**config.mk**
```make
export PLATFORM = sky130hd
export DESIGN_NAME = mov_instruction_byte_decoder_top
export DESIGN_NICKNAME = d
export VERILOG_FILES = /design/src/hdl/movdec_pkg.sv /design/src/hdl/mov_instruction_byte_decoder_top.sv /design/src/hdl/movdec_front.sv /design/src/hdl/movdec_queue.sv /design/src/hdl/movdec_back.sv
export SDC_FILE = /design/constraint.sdc
export NUM_CORES = 1
export LEC_CHECK = 0
export BUFFER_PORTS_ARGS = -buffer_cell sky130_fd_sc_hd__clkbuf_2
export CAP_MARGIN = 20
export CORE_ASPECT_RATIO = 0.9
export CORE_MARGIN = 2
export CORE_UTILIZATION = 30
export DETAILED_ROUTE_END_ITERATION = 6
export GPL_TIMING_DRIVEN = 0
export HOLD_SLACK_MARGIN = 0.05
export PLACE_DENSITY = 0.47
export SYNTH_ARGS = -nofsm -noshare
export SYNTH_HDL_FRONTEND = slang
export SYNTH_SLANG_ARGS = --single-unit
```
**constraint.sdc**
```tcl
create_clock -name aclk -period 6.6 [get_ports aclk]
set_input_delay 1.32 -clock aclk [delete_from_list [all_inputs] [get_ports aclk]]
set_output_delay 1.32 -clock aclk [all_outputs]
set_load 0.01 [all_outputs]
```
**src/hdl/movdec_pkg.sv**
```systemverilog
package movdec_pkg;

    // Opcode patterns of the two supported MOV forms
    localparam logic [7:0] OPC_RM_MASK  = 8'b1111_1100;
    localparam logic [7:0] OPC_RM_VAL   = 8'b1000_1000;
    localparam logic [7:0] OPC_IMM_MASK = 8'b1111_0000;
    localparam logic [7:0] OPC_IMM_VAL  = 8'b1011_0000;

    // Addressing modes of the mod field
    localparam logic [1:0] MOD_NO_DISP = 2'd0;
    localparam logic [1:0] MOD_DISP8   = 2'd1;
    localparam logic [1:0] MOD_DISP16  = 2'd2;
    localparam logic [1:0] MOD_REG     = 2'd3;

    localparam logic [2:0] RM_DIRECT = 3'd6;

    // Byte index within an instruction (first byte is index zero)
    localparam logic [1:0] IDX_OPCODE = 2'd0;
    localparam logic [1:0] IDX_SECOND = 2'd1;
    localparam logic [1:0] IDX_THIRD  = 2'd2;
    localparam logic [1:0] IDX_FOURTH = 2'd3;

    localparam int QUEUE_DEPTH = 2;

    // Role a byte plays in its instruction, set by the front end
    typedef enum logic [2:0] {
        ROLE_NONE       = 3'd0,
        ROLE_OPCODE     = 3'd1,
        ROLE_MODRM      = 3'd2,
        ROLE_MODRM_END  = 3'd3,
        ROLE_LOW        = 3'd4,
        ROLE_DISP8_END  = 3'd5,
        ROLE_IMM8_END   = 3'd6,
        ROLE_HIGH_END   = 3'd7
    } role_t;

    typedef struct packed {
        logic [7:0] data;
        role_t      role;
    } token_t;

    function automatic logic is_rm_form(input logic [7:0] op);
        return (op & OPC_RM_MASK) == OPC_RM_VAL;
    endfunction

    function automatic logic is_imm_form(input logic [7:0] op);
        return (op & OPC_IMM_MASK) == OPC_IMM_VAL;
    endfunction

    function automatic logic role_is_end(input role_t r);
        return (r == ROLE_MODRM_END) || (r == ROLE_DISP8_END) ||
               (r == ROLE_IMM8_END) || (r == ROLE_HIGH_END);
    endfunction

endpackage

```
**src/hdl/mov_instruction_byte_decoder_top.sv**
```systemverilog
// MOV instruction byte decoder for the 16-bit x86 encoding.
// Input channel (s_valid / s_ready / s_code_byte): one instruction-stream
// byte per transaction. Output channel (m_valid / m_ready / m_*): one decoded
// record per completed MOV instruction, register/memory with register
// (opcode 100010dw) or immediate to register (opcode 1011wrrr).
// Bytes that start neither form are dropped without a result.
// Throughput: one byte per cycle, sustained, while the receiver keeps up.
// The front end classifies each accepted byte into the two-entry token
// queue, and the back end assembles the record into the output register
// when it pops the final byte of its instruction.
// Stall: when the receiver holds m_ready low the record stays put, the back
// end stops draining the queue, and s_ready falls once the queue is full.
// Reset (aresetn low, synchronous): the byte counter returns to the first
// byte of an instruction, the queue empties and m_valid drops.
module mov_instruction_byte_decoder_top (
    input  logic                aclk,
    input  logic                aresetn,
    input  logic                s_valid,
    output logic                s_ready,
    input  logic [7:0]          s_code_byte,
    output logic                m_valid,
    input  logic                m_ready,
    output logic                m_form,
    output logic                m_to_register,
    output logic                m_wide,
    output logic [1:0]          m_mode,
    output logic [2:0]          m_reg_field,
    output logic [2:0]          m_rm_field,
    output logic                m_direct_address,
    output logic signed [15:0]  m_displacement,
    output logic [15:0]         m_operand_word
);
    import movdec_pkg::*;

    logic   q_can_push, q_push, q_pop, q_valid;
    token_t push_token, head_token;

    // front end: track byte position, tag each byte with its role
    movdec_front u_front (
        .aclk        (aclk),
        .aresetn     (aresetn),
        .s_valid     (s_valid),
        .s_ready     (s_ready),
        .s_code_byte (s_code_byte),
        .q_can_push  (q_can_push),
        .q_push      (q_push),
        .q_token     (push_token)
    );

    // hold tagged bytes so either side can stall on its own
    movdec_queue u_queue (
        .aclk       (aclk),
        .aresetn    (aresetn),
        .push       (q_push),
        .push_token (push_token),
        .can_push   (q_can_push),
        .pop        (q_pop),
        .head_valid (q_valid),
        .head_token (head_token)
    );

    // back end: collect stored bytes, emit the record on the final byte
    movdec_back u_back (
        .aclk             (aclk),
        .aresetn          (aresetn),
        .q_valid          (q_valid),
        .q_token          (head_token),
        .q_pop            (q_pop),
        .m_valid          (m_valid),
        .m_ready          (m_ready),
        .m_form           (m_form),
        .m_to_register    (m_to_register),
        .m_wide           (m_wide),
        .m_mode           (m_mode),
        .m_reg_field      (m_reg_field),
        .m_rm_field       (m_rm_field),
        .m_direct_address (m_direct_address),
        .m_displacement   (m_displacement),
        .m_operand_word   (m_operand_word)
    );

endmodule

```
**src/hdl/movdec_front.sv**
```systemverilog
module movdec_front (
    input  logic                  aclk,
    input  logic                  aresetn,
    input  logic                  s_valid,
    output logic                  s_ready,
    input  logic [7:0]            s_code_byte,
    input  logic                  q_can_push,
    output logic                  q_push,
    output movdec_pkg::token_t    q_token
);
    import movdec_pkg::*;

    logic [1:0] idx_reg, idx_next;
    logic [1:0] last_reg, last_next;
    logic       rm_reg, rm_next;
    role_t      role;
    logic       accept;

    assign s_ready = q_can_push;
    assign accept  = s_valid && q_can_push;

    // classify the incoming byte by its place in the instruction
    always_comb begin
        role      = ROLE_NONE;
        last_next = last_reg;
        rm_next   = rm_reg;
        case (idx_reg)
            IDX_OPCODE: begin
                if (is_rm_form(s_code_byte)) begin
                    role      = ROLE_OPCODE;
                    rm_next   = 1'b1;
                    last_next = IDX_SECOND;
                end else if (is_imm_form(s_code_byte)) begin
                    role      = ROLE_OPCODE;
                    rm_next   = 1'b0;
                    last_next = s_code_byte[3] ? IDX_THIRD : IDX_SECOND;
                end
            end
            IDX_SECOND: begin
                if (rm_reg) begin
                    case (s_code_byte[7:6])
                        MOD_NO_DISP: begin
                            if (s_code_byte[2:0] == RM_DIRECT) begin
                                role      = ROLE_MODRM;
                                last_next = IDX_FOURTH;
                            end else begin
                                role = ROLE_MODRM_END;
                            end
                        end
                        MOD_DISP8: begin
                            role      = ROLE_MODRM;
                            last_next = IDX_THIRD;
                        end
                        MOD_DISP16: begin
                            role      = ROLE_MODRM;
                            last_next = IDX_FOURTH;
                        end
                        default: role = ROLE_MODRM_END;
                    endcase
                end else begin
                    role = (last_reg == IDX_SECOND) ? ROLE_IMM8_END : ROLE_LOW;
                end
            end
            IDX_THIRD: begin
                if (rm_reg) begin
                    role = (last_reg == IDX_THIRD) ? ROLE_DISP8_END : ROLE_LOW;
                end else begin
                    role = ROLE_HIGH_END;
                end
            end
            default: role = ROLE_HIGH_END;
        endcase
    end

    // drop unknown first bytes; restart after the final byte
    always_comb begin
        idx_next = idx_reg;
        if (accept) begin
            if (role == ROLE_NONE || role_is_end(role)) begin
                idx_next = IDX_OPCODE;
            end else begin
                idx_next = idx_reg + 2'd1;
            end
        end
    end

    assign q_push        = accept && (role != ROLE_NONE);
    assign q_token.data  = s_code_byte;
    assign q_token.role  = role;

    always_ff @(posedge aclk) begin
        if (!aresetn) begin
            idx_reg  <= IDX_OPCODE;
            last_reg <= IDX_OPCODE;
            rm_reg   <= 1'b0;
        end else begin
            idx_reg <= idx_next;
            if (accept) begin
                last_reg <= last_next;
                rm_reg   <= rm_next;
            end
        end
    end

endmodule

```
**src/hdl/movdec_queue.sv**
```systemverilog
module movdec_queue (
    input  logic                  aclk,
    input  logic                  aresetn,
    input  logic                  push,
    input  movdec_pkg::token_t    push_token,
    output logic                  can_push,
    input  logic                  pop,
    output logic                  head_valid,
    output movdec_pkg::token_t    head_token
);
    import movdec_pkg::*;

    localparam int PtrW = $clog2(QUEUE_DEPTH);
    localparam int CntW = $clog2(QUEUE_DEPTH + 1);

    token_t            slot_reg [QUEUE_DEPTH];
    logic [PtrW-1:0]   wr_ptr_reg, rd_ptr_reg;
    logic [CntW-1:0]   count_reg, count_next;
    logic              do_push, do_pop;

    assign can_push   = count_reg != CntW'(QUEUE_DEPTH);
    assign head_valid = count_reg != '0;
    assign head_token = slot_reg[rd_ptr_reg];
    assign do_push    = push && can_push;
    assign do_pop     = pop && head_valid;

    always_comb begin
        count_next = count_reg;
        if (do_push && !do_pop) begin
            count_next = count_reg + CntW'(1);
        end else if (do_pop && !do_push) begin
            count_next = count_reg - CntW'(1);
        end
    end

    always_ff @(posedge aclk) begin
        if (do_push) begin
            slot_reg[wr_ptr_reg] <= push_token;
        end
    end

    always_ff @(posedge aclk) begin
        if (!aresetn) begin
            wr_ptr_reg <= '0;
            rd_ptr_reg <= '0;
            count_reg  <= '0;
        end else begin
            count_reg <= count_next;
            if (do_push) begin
                wr_ptr_reg <= (wr_ptr_reg == PtrW'(QUEUE_DEPTH - 1)) ? '0
                                                                     : wr_ptr_reg + PtrW'(1);
            end
            if (do_pop) begin
                rd_ptr_reg <= (rd_ptr_reg == PtrW'(QUEUE_DEPTH - 1)) ? '0
                                                                     : rd_ptr_reg + PtrW'(1);
            end
        end
    end

endmodule

```
**src/hdl/movdec_back.sv**
```systemverilog
module movdec_back (
    input  logic                  aclk,
    input  logic                  aresetn,
    input  logic                  q_valid,
    input  movdec_pkg::token_t    q_token,
    output logic                  q_pop,
    output logic                  m_valid,
    input  logic                  m_ready,
    output logic                  m_form,
    output logic                  m_to_register,
    output logic                  m_wide,
    output logic [1:0]            m_mode,
    output logic [2:0]            m_reg_field,
    output logic [2:0]            m_rm_field,
    output logic                  m_direct_address,
    output logic signed [15:0]    m_displacement,
    output logic [15:0]           m_operand_word
);
    import movdec_pkg::*;

    logic [7:0]  opcode_reg, modrm_reg, low_reg;
    logic        valid_reg, valid_next;
    logic        form_reg, to_reg_reg, wide_reg, direct_reg;
    logic [1:0]  mode_reg;
    logic [2:0]  regf_reg, rmf_reg;
    logic [15:0] disp_reg, word_reg;

    logic        form_next, to_reg_next, wide_next, direct_next;
    logic [1:0]  mode_next;
    logic [2:0]  regf_next, rmf_next;
    logic [15:0] disp_next, word_next;
    logic [7:0]  b;
    logic        finish;

    assign b      = q_token.data;
    assign q_pop  = q_valid && (!valid_reg || m_ready);
    assign finish = q_pop && role_is_end(q_token.role);

    // build the result record from the final byte and the stored bytes
    always_comb begin
        form_next   = 1'b0;
        to_reg_next = opcode_reg[1];
        wide_next   = opcode_reg[0];
        mode_next   = modrm_reg[7:6];
        regf_next   = modrm_reg[5:3];
        rmf_next    = modrm_reg[2:0];
        direct_next = 1'b0;
        disp_next   = '0;
        word_next   = '0;
        case (q_token.role)
            ROLE_MODRM_END: begin
                mode_next = b[7:6];
                regf_next = b[5:3];
                rmf_next  = b[2:0];
            end
            ROLE_DISP8_END: begin
                disp_next = {{8{b[7]}}, b};
            end
            ROLE_IMM8_END: begin
                form_next   = 1'b1;
                to_reg_next = 1'b1;
                wide_next   = opcode_reg[3];
                mode_next   = MOD_REG;
                regf_next   = opcode_reg[2:0];
                rmf_next    = '0;
                word_next   = {8'd0, b};
            end
            ROLE_HIGH_END: begin
                if (is_imm_form(opcode_reg)) begin
                    form_next   = 1'b1;
                    to_reg_next = 1'b1;
                    wide_next   = opcode_reg[3];
                    mode_next   = MOD_REG;
                    regf_next   = opcode_reg[2:0];
                    rmf_next    = '0;
                    word_next   = {b, low_reg};
                end else if (modrm_reg[7:6] == MOD_NO_DISP) begin
                    direct_next = 1'b1;
                    word_next   = {b, low_reg};
                end else begin
                    disp_next = {b, low_reg};
                end
            end
            default: ;
        endcase
    end

    always_comb begin
        valid_next = valid_reg;
        if (finish) begin
            valid_next = 1'b1;
        end else if (m_ready) begin
            valid_next = 1'b0;
        end
    end

    always_ff @(posedge aclk) begin
        if (q_pop) begin
            case (q_token.role)
                ROLE_OPCODE: opcode_reg <= b;
                ROLE_MODRM:  modrm_reg  <= b;
                ROLE_LOW:    low_reg    <= b;
                default: ;
            endcase
        end
        if (finish) begin
            form_reg   <= form_next;
            to_reg_reg <= to_reg_next;
            wide_reg   <= wide_next;
            mode_reg   <= mode_next;
            regf_reg   <= regf_next;
            rmf_reg    <= rmf_next;
            direct_reg <= direct_next;
            disp_reg   <= disp_next;
            word_reg   <= word_next;
        end
    end

    always_ff @(posedge aclk) begin
        if (!aresetn) begin
            valid_reg <= 1'b0;
        end else begin
            valid_reg <= valid_next;
        end
    end

    assign m_valid          = valid_reg;
    assign m_form           = form_reg;
    assign m_to_register    = to_reg_reg;
    assign m_wide           = wide_reg;
    assign m_mode           = mode_reg;
    assign m_reg_field      = regf_reg;
    assign m_rm_field       = rmf_reg;
    assign m_direct_address = direct_reg;
    assign m_displacement   = disp_reg;
    assign m_operand_word   = word_reg;

endmodule

```
==> results of run 1 <==
where the power goes:
part           total [mW]  switching [mW]  internal, mW
Combinational       0.409           0.258         0.151
Sequential          0.887          0.0383         0.849
Clock               0.533           0.237         0.296
Total                1.83           0.533          1.30
cell type report:
type	instances	area (um2)
Clock inverter	6	71.3
Clock buffer	9	225
Buffer	3	22.5
Timing Repair Buffer	59	320
Tap cell	193	241
Inverter	16	60.1
Multi-Input combinational cell	179	1270
Fill cell	1360	8820
Sequential cell	101	2920
stage by stage:
stage	area, um2	power [mW]	utilization, %
floorplan	4250	1.14	-
detailed placement	4840	1.32	34.7
finish	5130	1.83	36.8
global placement	4780	1.30	34.2
CTS	5130	1.86	36.8
global route	5130	1.93	36.8
routing by layer:
metal	track usage [%]	vias to the layer above	share of wire, %
met4	4.01	0	1.8
met2	19.2	76	46
li1	-	1266	-
met3	4.00	18	5.5
met5	0	-	0
met1	16.1	1242	47
tightest hold or removal path: stages (launching register included):
cell and delay [ps]:
dfxtp_1 330, nand2_1 60, mux2i_1 50
worst paths after layout:
check,from,slack (ps),to
worst max-delay path,s_code_byte[2],3170,u_queue.slot_reg[0][10]
worst min-delay path,u_queue.wr_ptr_reg,490,u_queue.wr_ptr_reg
worst max register to register,u_front.idx_reg[0],3830,u_queue.slot_reg[0][10]
worst min register to register,u_queue.wr_ptr_reg,490,u_queue.wr_ptr_reg
layout by cell type, fill, tap and decap left out, types with 8 or more instances in the layout:
cell and n:
and2_1 8, clkbuf_16 9, clkbuf_2 57, dfxtp_1 11, edfxtp_1 90, ha_1 8
inv_1 15, mux2i_1 12, nand2_1 28, nor2_1 17, o21ai_0 20, o21ai_1 9
cell families (layout without fill, tap and decap cells):
logic type | Yosys count | count (layout) | synth area share [%]
adders and majority gates | 8 | 8 | 2.36
buffers and inverters | 19 | 93 | 1.94
and+or+nand+nor | 87 | 87 | 10.9
DFF | 101 | 101 | 68.8
xor gates and xnor gates | 3 | 3 | 0.618
AOI/OAI and AO/OA | 64 | 64 | 10.9
muxes | 17 | 17 | 4.50
==> results.py, run 1 <==
metrics = {
    "drt": {
        "drt_first_pass_iters": 4,
        "vias_per_cell": 4.60,
        "drt_iter0_markers": 157,
        "route.detailed.drc": 0,
        "wirelength_um": 8750,
        "antenna_left": 0,
        "post_drt_wl_per_cell_um": 15.5,
        "vias": 2602,
    },
    "place": {
        "pre_cts_ws_ps": 2760,
        "port_buffers": 57,
        "dpl.hpwl_um": 6290,
        "gp_congestion": 0.736,
        "dp.cells": 551,
    },
    "clock_network": {
        "ctsResizeCount": 0,
        "post_cts.repair.setup_buffers": 0,
        "hold_buffers": 0,
        "htreeDepth": 3,
        "numCtsBuffers": 9,
        "clk_pin_slew_worst_paths_ps": 70,
        "insertion_delay_ps": 350,
        "cts_sinks": 101,
        "clk_path_buf_depth": 2,
        "cts_tree": "built",
        "cts_root_buf": "clkbuf_16",
    },
    "die": {
        "die_y_um": 117,
        "die_x_um": 129,
        "row_count": 41,
        "die_area_um2": 15100,
        "start_util_pct": 30.5,
        "pin_count": 58,
        "core_um2": 14000,
    },
    "sta": {
        "rsz0062_at_grt": "false",
        "fin_setup_tns_ps": 0,
        "finalClockSkew_ps": 8.14,
        "drv_slew": 0,
        "tightest_slew_ps": 1040,
        "fmaxAchievable_mhz": 292,
        "post-route-period-util_pct": 51.9,
        "slew_headroom_pct": 30.7,
        "hold_violations": 0,
        "setup_viol": 0,
        "whs_ps": 487,
        "fin_crit_ps": 3430,
        "fin_ws_ps": 3170,
    },
    "synth": {
        "yosysSeqAreaShare_pct": 68.8,
        "async_reset_ff_share_pct": 0,
        "synthTopCellsByCount": "90 x edfxtp_1, 28 x nand2_1, 20 x o21ai_0",
        "syn_inst": 299,
        "synth_top_area_cell": "edfxtp_1",
        "yosysTopAreaCellShare_pct": 63.6,
        "synth_edf_count": 90,
        "netlist_area_um2": 4250,
        "synth_cell_types": 58,
        "synth_warnings": 0,
        "syn-num-nets": 319,
        "synth.most_common_cell": "edfxtp_1",
        "synthFlopType": "edfxtp_1",
        "ys_ff_latch": 101,
        "synth_area_per_cell_um2": 14.2,
        "synth_area_leaders": "edfxtp_1 64%, dfxtp_1 5.2%, mux2i_1 2.8%",
    },
    "worst_setup_path": {
        "cp_top_family": "simple AND/OR/NAND/NOR gates",
        "arrival_ps": 3390,
        "crit_type": "in2reg",
        "ff2ff_path_depth": 7,
        "cp-end-kind": "flop",
        "cp_slowest_cell": "nor2b_1",
        "cp_num_cells": 6,
        "worstPathMaxFanout": 11,
        "start_kind": "input port",
        "max_stage_delay_ps": 860,
        "worst_ep_required_time_ps": 6560,
        "cp_cell_sequence": "clkbuf_2 -> nor4b_2 -> o211ai_2 -> and2_1 -> a31oi_2 -> nor2b_1",
        "crit_buf_inv": 1,
    },
    "finish": {
        "synthToLayoutAreaGrowth_pct": 20.8,
        "largest_reg_flops": 22,
        "drive_gt1_share_pct": 27.3,
        "antenna_cells": 0,
        "nets": 389,
        "stdcell_count": 566,
    },
    "global_route": {
        "grt_usage_pct": 12.2,
        "antenna_found_initial": 0,
        "grt_max_degree": 26,
        "overflow": 0,
        "grt_pass1_vias": 2532,
        "grt_pass1_wl_um": 13800,
    },
    "run_status": {
        "outcome": "completed",
    },
    "worst_hold_path": {
        "whs_path_depth": 2,
        "hold_class": "reg2reg",
    },
    "power": {
        "peakVddDrop_v": 0.000146,
        "power.density_nw_per_um2": 356,
        "p_leak_nw": 1.84,
    },
    "job": {
        "max_cap_viol_count": 0,
    },
}
(Power assumes the default switching activity.)
==> run 2: changes to the inputs <==
ABC_AREA = 1   (was default)
clock period = 3.2 ns   (was 6.6 ns; I/O delays follow)
==> run 2 against run 1 <==
  * Sequential share of layout area increased by 0.32 points
  * Power is 130% higher
  * Die area shrank 0.11%
  * Routed wire length shrank 8.6%
  * Via count rose by 2.0%
  * Synthesized cell count up 21%
  * First-iteration DRC count grew 20%
  * Hold slack worse by 25 ps
  * Clock-buffer cell count stayed put
  * Sequential cell count did not move
  * Register-to-register slack lost 3000 ps
  * Global-route usage shrank 0.93 points
  * Critical endpoint is now u_queue.slot_reg[0][5]
  * Largest power group unchanged
==> results.py, run 2 <==
metrics = {
    "run_status": {
        "outcome": "completed",
    },
    "synth": {
        "yosysTopAreaCellShare_pct": 63.7,
        "async_reset_ff_share_pct": 0,
        "synth_area_leaders": "edfxtp_1 64%, nand2_1 5.7%, inv_1 5.3%",
        "synthTopCellsByCount": "90 x edfxtp_1, 64 x nand2_1, 60 x inv_1",
        "netlist_area_um2": 4250,
        "synthFlopType": "edfxtp_1",
        "synth.most_common_cell": "edfxtp_1",
        "synth_area_per_cell_um2": 11.8,
        "synth_cell_types": 29,
        "synth-simple-area-share_pct": 13.2,
        "synth_edf_count": 90,
        "synth_xor_area_share_pct": 0.206,
        "synth_warnings": 0,
        "yosysSeqAreaShare_pct": 68.8,
        "syn-num-nets": 381,
        "synth_top_area_cell": "edfxtp_1",
        "synthMuxAreaShare_pct": 0,
        "synth-compound-area-share_pct": 8.49,
        "synth_top_family_by_area": "simple AND/OR/NAND/NOR gates",
        "ys_ff_latch": 101,
        "syn_inst": 361,
        "synth_adder_area_share_pct": 2.36,
    },
    "power": {
        "p_leak_nw": 2.10,
        "switchingPower_mw": 1.43,
        "seqPwrFrac_pct": 46.3,
        "power.density_nw_per_um2": 831,
        "p_int_mw": 2.81,
        "finalPower_mw": 4.24,
        "clock_power_share_pct": 24.1,
        "netSwitchingFraction_pct": 33.7,
        "pwr-share-comb_pct": 29.6,
        "peakVddDrop_v": 0.000294,
    },
    "worst_setup_path": {
        "worstPathMaxFanout": 11,
        "reg2reg_setup_slack_ps": 840,
        "cp_cell_sequence": "clkbuf_2 -> inv_1 -> ha_1 -> a21oi_1 -> nand2_1 -> nand2_1 -> inv_1 -> nand4_1 -> nand2_1 -> nor2_1",
        "reg2reg_to": "u_queue.count_reg[1]",
        "arrival_ps": 2380,
        "crit_type": "in2reg",
        "worst_ep_required_time_ps": 3160,
        "cp_slowest_cell": "nor2_1",
        "cp-end-kind": "flop",
        "crit_buf_inv": 3,
        "start_kind": "input port",
        "max_stage_delay_ps": 740,
        "cp_num_cells": 10,
        "path_common_cell": "nand2_1",
        "timing.rr.start": "u_front.idx_reg[1]",
        "cp_top_family": "simple AND/OR/NAND/NOR gates",
        "ff2ff_path_depth": 13,
    },
    "sta": {
        "finalClockSkew_ps": 9.87,
        "fmaxAchievable_mhz": 413,
        "fin_crit_ps": 2420,
        "post-route-period-util_pct": 75.6,
        "whs_ps": 462,
        "tightest_slew_ps": 987,
        "rsz0062_at_grt": "false",
        "fin_setup_tns_ps": 0,
        "fin_ws_ps": 779,
        "drv_slew": 0,
        "slew_headroom_pct": 33.7,
        "setup_viol": 0,
        "hold_violations": 0,
    },
    "place": {
        "port_buffers": 57,
        "dp.cells": 614,
        "pre_cts_ws_ps": 345,
        "place_area_um2": 4820,
        "gp_congestion": 0.742,
        "dpl.hpwl_um": 5970,
    },
    "worst_hold_path": {
        "min-delay-start": "u_queue.rd_ptr_reg",
        "whs_path_depth": 1,
        "hold_class": "reg2reg",
        "hold_end": "u_queue.rd_ptr_reg",
    },
    "job": {
        "max_cap_viol_count": 0,
    },
    "die": {
        "start_util_pct": 30.5,
        "die_y_um": 117,
        "core_um2": 13900,
        "die_area_um2": 15100,
        "row_count": 41,
        "pin_count": 58,
        "die_x_um": 129,
    },
    "clock_network": {
        "post_cts.repair.setup_buffers": 0,
        "clk_path_buf_depth": 2,
        "ctsResizeCount": 0,
        "clk_pin_slew_worst_paths_ps": 70,
        "cts_sinks": 101,
        "insertion_delay_ps": 350,
        "cts_root_buf": "clkbuf_16",
        "htreeDepth": 3,
        "numCtsBuffers": 9,
        "cts_tree": "built",
        "hold_buffers": 0,
    },
    "drt": {
        "post_drt_wl_per_cell_um": 12.7,
        "drt_iter0_markers": 188,
        "route.detailed.drc": 0,
        "vias_per_cell": 4.20,
        "drt_first_pass_iters": 4,
        "vias": 2653,
        "antenna_left": 0,
        "wirelength_um": 7990,
    },
    "global_route": {
        "grt_pass1_wl_um": 12900,
        "grt_pass1_vias": 2534,
        "grt_usage_pct": 11.3,
        "antenna_found_initial": 0,
        "grt_max_degree": 45,
        "overflow": 0,
    },
    "finish": {
        "stdcell_count": 631,
        "antenna_cells": 0,
        "nets": 453,
        "ff_latch_area_um2": 2920,
        "most-common-layout-cells": "90 x edfxtp_1, 64 x nand2_1, 59 x inv_1",
        "final_util_pct": 36.7,
        "fillers": 1382,
        "drive_gt1_share_pct": 23.3,
        "largest_reg_flops": 22,
        "design_area_um2": 5110,
        "synthToLayoutAreaGrowth_pct": 20.3,
        "final_common_cell": "edfxtp_1",
        "multi_input_area_um2": 1040,
    },
}
run 2: worst max-delay path by stage:
stage                              start                      end  slack, ps
final                     s_code_byte[6]   u_queue.slot_reg[0][5]        780
after CTS                 s_code_byte[6]   u_queue.slot_reg[1][4]        690
after floorplan                     flop  u_back.m_direct_address        830
after global routing      s_code_byte[6]   u_queue.slot_reg[0][4]        530
after detailed placement  s_code_byte[6]   u_queue.slot_reg[1][5]        340
after global placement           m_ready      u_back.modrm_reg[2]         30
run 2: layout make-up:
class	count	area share (%)
Multi-Input combinational cell	191	20.4
Timing Repair Buffer	61	6.42
Inverter	65	4.83
Tap cell	193	4.73
Buffer	4	0.882
Clock inverter	7	1.05
Clock buffer	9	4.41
Sequential cell	101	57.2
run 2: metal layers:
layer / part of all wire, % / vias to the layer above / wire length [um] / GRT usage, %
met5: 0 / - / 0 / 0
met4: 1.4 / 0 / 111 / 4.28
met3: 5.5 / 12 / 436 / 3.23
met2: 46 / 62 / 3700 / 18.4
met1: 47 / 1208 / 3750 / 14.4
li1: - / 1371 / - / -
run 2: cells by family (layout without fill, tap and decap cells):
family | Yosys count | after routing
and+or+nand+nor | 124 | 124
DFF | 101 | 101
buffers and inverters | 69 | 146
AOI/OAI and AO/OA | 58 | 58
adders and majority gates | 8 | 8
xor gates and xnor gates | 1 | 1
run 2: power by group through the flow:
| stage | sequential, mW | clock, mW | combinational [mW] |
|---|---|---|---|
| after floorplan | 2.10 | 0 | 0.692 |
| after global placement | 2.01 | 0 | 1.22 |
| after detailed placement | 2.00 | 0 | 1.29 |
| after CTS | 1.97 | 1.06 | 1.29 |
| after global routing | 1.99 | 1.12 | 1.42 |
| final | 1.96 | 1.02 | 1.25 |
